<file path="src/sv/assert_macros.svh">
// Assertion macros shared by the slab allocator RTL.
// No dependencies; included by the top level.
`ifndef ASSERT_MACROS_SVH
`define ASSERT_MACROS_SVH

// Same-cycle implication, disabled while reset is held.
`define ASSERT_IMPL(label, clk, rst_n, ante, cons, msg) \
  label: assert property (@(posedge clk) disable iff (!rst_n) (ante) |-> (cons)) \
    else $error(msg);

// Next-cycle implication, disabled while reset is held.
`define ASSERT_NEXT(label, clk, rst_n, ante, cons, msg) \
  label: assert property (@(posedge clk) disable iff (!rst_n) (ante) |=> (cons)) \
    else $error(msg);

`endif

</file>
<file path="src/sv/fcsa_pkg.sv">
// Package for the four-class slab allocator: widths, codes, types.
// No dependencies; used by every other file of the block but assert_macros.svh.
`timescale 1ns / 1ps

package fcsa_pkg;

  localparam int BLOCKS_PER_CLASS = 1024;
  localparam int NUM_CLASSES      = 4;
  localparam int SIZE_REGS        = 4;

  localparam int ACT_CLASSES = (NUM_CLASSES < SIZE_REGS) ? NUM_CLASSES : SIZE_REGS;
  localparam int CLS_W       = (ACT_CLASSES > 1) ? $clog2(ACT_CLASSES) : 1;
  localparam int PTR_W       = $clog2(BLOCKS_PER_CLASS);
  localparam int CNT_W       = $clog2(BLOCKS_PER_CLASS + 1);
  localparam int ADDR_W      = CLS_W + PTR_W;
  localparam int MEM_DEPTH   = 2 ** ADDR_W;

  localparam int SIZE_W   = 16;
  localparam int IDX_W    = 10;
  localparam int SC_W     = 2;
  localparam int CFG_IDX_W = 2;

  localparam logic [SIZE_W-1:0] CLASS_SIZE_RST [SIZE_REGS] = '{
    16'd64, 16'd256, 16'd1024, 16'd4096
  };

  typedef enum logic [CFG_IDX_W-1:0] {
    CFG_CLASS_SIZE_0 = 2'd0,
    CFG_CLASS_SIZE_1 = 2'd1,
    CFG_CLASS_SIZE_2 = 2'd2,
    CFG_CLASS_SIZE_3 = 2'd3
  } cfg_idx_t;

  typedef enum logic {
    FUNC_ALLOC = 1'b0,
    FUNC_FREE  = 1'b1
  } func_t;

  typedef enum logic [1:0] {
    ST_OK        = 2'd0,
    ST_TOO_LARGE = 2'd1,
    ST_EMPTY     = 2'd2,
    ST_FULL      = 2'd3
  } status_t;

  typedef enum logic [1:0] {
    S_IDLE,
    S_CLASS,
    S_ACCESS,
    S_DONE
  } ctrl_state_t;

  typedef struct packed {
    logic latch_req;
    logic classify;
    logic access;
    logic load_out;
  } dp_cmd_t;

  typedef struct packed {
    logic out_busy;
  } dp_sts_t;

endpackage

</file>
<file path="src/sv/fcsa_ctrl.sv">
// Sequencer for the slab allocator: steps one request through class select,
// stack access and result load. Depends on fcsa_pkg.
`timescale 1ns / 1ps

module fcsa_ctrl import fcsa_pkg::*; (
  input  logic    clk,
  input  logic    rst_n,
  input  logic    in_valid,
  output logic    in_ready,
  input  dp_sts_t sts,
  output dp_cmd_t cmd
);

  ctrl_state_t state_r, state_nxt;

  always_ff @(posedge clk) begin
    if (!rst_n) begin
      state_r <= S_IDLE;
    end else begin
      state_r <= state_nxt;
    end
  end

  always_comb begin
    state_nxt = state_r;
    unique case (state_r)
      S_IDLE: begin
        if (in_valid) state_nxt = S_CLASS;
      end
      S_CLASS:  state_nxt = S_ACCESS;
      S_ACCESS: state_nxt = S_DONE;
      S_DONE: begin
        if (!sts.out_busy) state_nxt = S_IDLE;
      end
      default:  state_nxt = S_IDLE;
    endcase
  end

  always_comb begin
    in_ready = 1'b0;
    cmd      = '0;
    unique case (state_r)
      S_IDLE: begin
        in_ready      = 1'b1;
        cmd.latch_req = in_valid;
      end
      S_CLASS:  cmd.classify = 1'b1;
      S_ACCESS: cmd.access   = 1'b1;
      S_DONE:   cmd.load_out = !sts.out_busy;
      default: begin
        in_ready = 1'b0;
      end
    endcase
  end

endmodule

</file>
<file path="config.mk">
export PLATFORM = sky130hd
export DESIGN_NAME = fcsa_ctrl
export DESIGN_NICKNAME = d
export VERILOG_FILES = /design/src/sv/assert_macros.svh /design/src/sv/fcsa_pkg.sv /design/src/sv/fcsa_ctrl.sv
export SDC_FILE = /design/constraint.sdc
export NUM_CORES = 1
export LEC_CHECK = 0
export ABC_AREA = 1
export BUFFER_PORTS_ARGS = -buffer_cell sky130_fd_sc_hd__buf_4
export CORE_AREA = 8 8 45 47
export CTS_CLUSTER_DIAMETER = 50
export DETAILED_ROUTE_END_ITERATION = 12
export DIE_AREA = 0 0 53 55
export HOLD_SLACK_MARGIN = 0.12
export PLACE_DENSITY = 0.41
export SLEW_MARGIN = 0
export SYNTH_ARGS = -nofsm -noshare
export SYNTH_HDL_FRONTEND = slang
export SYNTH_SLANG_ARGS = --single-unit
</file>
<file path="constraint.sdc">
create_clock -name clk -period 1.05 [get_ports clk]
set_input_delay 0.0525 -clock clk [delete_from_list [all_inputs] [get_ports clk]]
set_output_delay 0.0525 -clock clk [all_outputs]
set_load 0.02 [all_outputs]
</file>
# Yosys cells after proc, flatten, opt, wreduce, memory -nomap -nowiden
# Cells that the tools add are included.
[classes]
eq_ne = 5
muxes = 8
reduce_logical = 3
[ops]
columns = ["operator", "n"]
rows = [
  ["case mux 2 bit (4 select lines)", 1],
  ["2-to-1 mux 1 bit", 5],
  ["== test 2 bit, second input constant", 2],
  ["2-to-1 mux 2 bit", 2],
  ["!= test 2 bit, second input constant", 2],
  ["== test 2 x 1 -> 1 bit, second input constant", 1],
  ["zero test 2 bit", 1],
  ["AND reduction 2 bit", 1],
  ["zero test 1 bit", 1],
]
[word_totals]
reg_bits = 2

# Longest topological paths before layout
[logic_depth]
ltp_word = 3
ltp_mapped = 6
mapped_depth_nobuf = 6

# Least setup slack after synthesis
# OpenSTA, ideal clock, no wires.
[synth_timing]
path_type = "register -> register"
startpoint = "reg state_r[0]"
endpoint = "reg state_r[1]"
setup_time_ps = 115
t_arrival_ps = 974
setup_slack_ps = -39
path_stages_with_launch = 7
period_less_slack_ps = 1089
path_cell_list = "dfxtp_1 > inv_1 > ha_1 > nand2_2 > nand3_1 > nand2_1 > nor2_1"
[synth_via]
elab_chain_cells = 3
[synth_lines]
columns = ["element", "line", "rtl"]
rows = [
  ["start: declaration", "fcsa_ctrl.sv:14", "ctrl_state_t state_r, state_nxt;"],
  ["start signal: assignment", "fcsa_ctrl.sv:20", "state_r <= state_nxt;"],
  ["== test 2 bit / zero test 2 bit (equally long branches)", "fcsa_ctrl.sv:26", "unique case (state_r)"],
  ["!= test 2 bit (no line)", "--", ""],
  ["AND reduction 2 bit (no line)", "--", ""],
]
# Several ways; a longest one is shown, not always the timed one.
# A chain may end at the register's enable or synchronous reset.

==> results.yml <==
status:
  status: "finished, violations left"
  violations: "negative setup slack"
detailed_routing:
  firstDrtPassIters: 2
  drtIter0Drc: 2
  num_vias: 201
  wire_per_inst_um: 8.75
  drc: 0
  ant_nets: 0
  viasPerCell: 3.53
  totalWireLength_um: 499
yosys:
  yosys.area_share.simple_pct: 27.9
  synth.distinct_cells: 8
  synth_edf_count: 0
  yosysSeqAreaShare_pct: 23.5
  synth_top_family_by_area: "adder cells"
  yosysWarningCount: 0
  async_reset_ff_share_pct: 0
  postSynthCellCount: 25
  synth_top_cell_area_share_pct: 29.4
  synth_area_leaders: "ha_1 29%, dfxtp_1 24%, inv_1 13%, nand2_1 8.8%, nor2_1 8.8%"
  synth-compound-area-share_pct: 5.88
  synthAdderAreaFrac_pct: 29.4
  avgSynthCellArea_um2: 6.81
  ys_seq_elements: 2
  syn_nets: 33
  yosys.area.top_type: "ha_1"
  ys.flop_type: "dfxtp_1"
  synth_xor_area_share_pct: 0
  muxShareOfSynthArea_pct: 0
  syn_area_um2: 170
  post-synth-top-count-cell: "inv_1"
  ys_top_cells_by_count: "6 x inv_1, 4 x ha_1, 4 x nand2_1, 4 x nor2_1"
placed_design:
  post-dp-hpwl_um: 328
  dp_cells: 51
  portBuffers: 8
  globalplace.congestion: 0.615
job:
  drv_cap: 0
floorplan:
  initial_core_util_pct: 12.3
  fp.dieW_um: 53
  die_h_um: 55
  die_area_um2: 2920
  fp-row-count: 14
  boundaryPins: 9
  core_region_area_um2: 1380
critical_path:
  rrSetupSlack_ps: 10
  timing.rr.start: "state_r[1]$_SDFFE_PN0P_"
  critPathMaxFanout: 3
  crit_arrival_ps: 1020
  endpoint_kind: "output port"
  cp_slowest_stage_delay_ps: 350
  r2r_end: "state_r[1]$_SDFFE_PN0P_"
  required_ps: 1000
  path_class: "flop to output port"
  endpoint: "cmd[1]"
  r2r.worst_path.cells: 7
  cpMaxStageDelayCell: "dfxtp_4"
  worstSetupStartpoint: "state_r[1]$_SDFFE_PN0P_"
  cp_cell_sequence: "buf_4 > ha_2 > buf_6"
  startpoint_type: "flop"
layout:
  final_nets: 51
  reg.largest.list: "state_r (2)"
  drive_gt1_share_pct: 68.3
  final_cells: 57
  syn2layout_area_growth_pct: 131
  largest_reg_flops: 2
  antennaDiodeCount: 0
  post-route-util_pct: 28.4
  top_register: "state_r"
grt:
  grt_overflow_total: 0
  first_global_vias: 223
  grt_pass1_wl_um: 924
  antenna_found_initial: 0
  grt_util_all_layers_pct: 4.80
  grt_max_degree: 5
timing:
  finalHoldViolations: 0
  rsz0062_at_grt: "yes"
  slew_viol_final: 0
  setup_viol: 3
  fin_hold_ws_ps: 193
  finClkSkew_ps: 1.41
  fmax_mhz: 936
  post-route-period-util_pct: 102
  setup_ws_ps: -18.6
  worst-slew-pin-transition_ps: 110
  layout_min_cycle_time_ps: 1070
  maxSlewHeadroom_pct: 92.7
clock_network:
  htreeDepth: 1
  cts_root_buf: "clkbuf_4"
  clk_path_buf_depth: 2
  clock_latency_ps: 220
  cts_sinks: 2
  clkSlewWorstSetupHoldPaths_ps: 30
  cts_tree: "built"
  cts_buffers: 3
power_and_ir_drop:
  vdd_drop_max_v: 0.000706
  p_leak_nw: 0.190
  power_density_nw_per_um2: 2840
worst_hold_path:
  holdCritStartpoint: "in_valid"
  hp-class: "input pin to flop"
[through the flow]
| stage | setup TNS [ps] | setup WS [ps] | total power, mW | area (um2) |
|---|---|---|---|---|
| after CTS | -72.7 | -23.8 | 1.09 | 380 |
| after floorplan | 0 | 9.91 | 0.470 | 173 |
| after global routing | -290 | -66.4 | 1.24 | 393 |
| final | -50.7 | -18.6 | 1.12 | 393 |
| after detailed placement | 0 | 14.1 | 0.662 | 268 |
| after global placement | 0 | 9.04 | 0.668 | 268 |
[worst max-delay path, delay by kind of cell, from the launching register on]
kind | cells | cell delay [ps]
fa+ha+maj | 1 | 170
buf+inv | 2 | 270
flops | 1 | 350
[per-layer routing]
| metal | GRT usage [%] | wire length [um] | vias to the layer above | share of wire, % |
|---|---|---|---|---|
| met5 | 0 | 0 | - | 0 |
| met4 | 6.47 | 16 | 0 | 3.2 |
| met3 | 2.41 | 64 | 2 | 13 |
| met2 | 6.25 | 232 | 9 | 46 |
| met1 | 4.85 | 186 | 85 | 37 |
| li1 | - | - | 105 | - |
[cells by family after synthesis]
family          after synthesis
fa+ha+maj                     4
buf+inv                       6
simple gates                 11
compound gates                2
flops                         2
[layout by cell type (no fill, tap or decap), drive strengths merged]
cell | synthesis | routed
dfxtp | 2 | 2
ha | 4 | 4
buf | 0 | 12
a21oi | 2 | 2
dlygate4sd3 | 0 | 1
nand2 | 6 | 6
inv | 6 | 6
nor2 | 4 | 4
clkbuf | 0 | 3
nand3 | 1 | 1
[report_power, final]
group	total (mW)	internal (mW)	switching [mW]	leakage [nW]
Sequential	0.192	0.130	0.0619	0.0178
Combinational	0.755	0.395	0.360	0.159
Clock	0.169	0.126	0.0430	0.0138
[worst min-delay path by stage]
| stage | cells past startpoint | slack, ps | to |
|---|---|---|---|
| after floorplan | 2 | 170 | state_r[1]$_SDFFE_PN0P_ |
| after global placement | 3 | 310 | state_r[1]$_SDFFE_PN0P_ |
| after detailed placement | 3 | 310 | state_r[1]$_SDFFE_PN0P_ |
| after CTS | 5 | 170 | state_r[0]$_SDFFE_PN0P_ |
| after global routing | 5 | 240 | state_r[0]$_SDFFE_PN0P_ |
| final | 5 | 190 | state_r[0]$_SDFFE_PN0P_ |
[repair_timing]
item | CTS | global route
endpoints found under the setup margin | 5 | 6
buffers inserted | 2 | 0
pin swaps | 1 | 3
resized for setup | 19 | 3
endpoints found under the hold margin | 2 | 0
hold buffers | 1 | 0
[final cells by class]
class                   instances  area [um2]
clock buffers                   3        22.5
fillers                       159         991
inverters                       6        27.5
multi-input cells              17         160
flip-flops and latches          2        47.5
well taps                      16        20.0
repair buffers                 13         115
No activity file was read; power rests on OpenSTA's default activity.
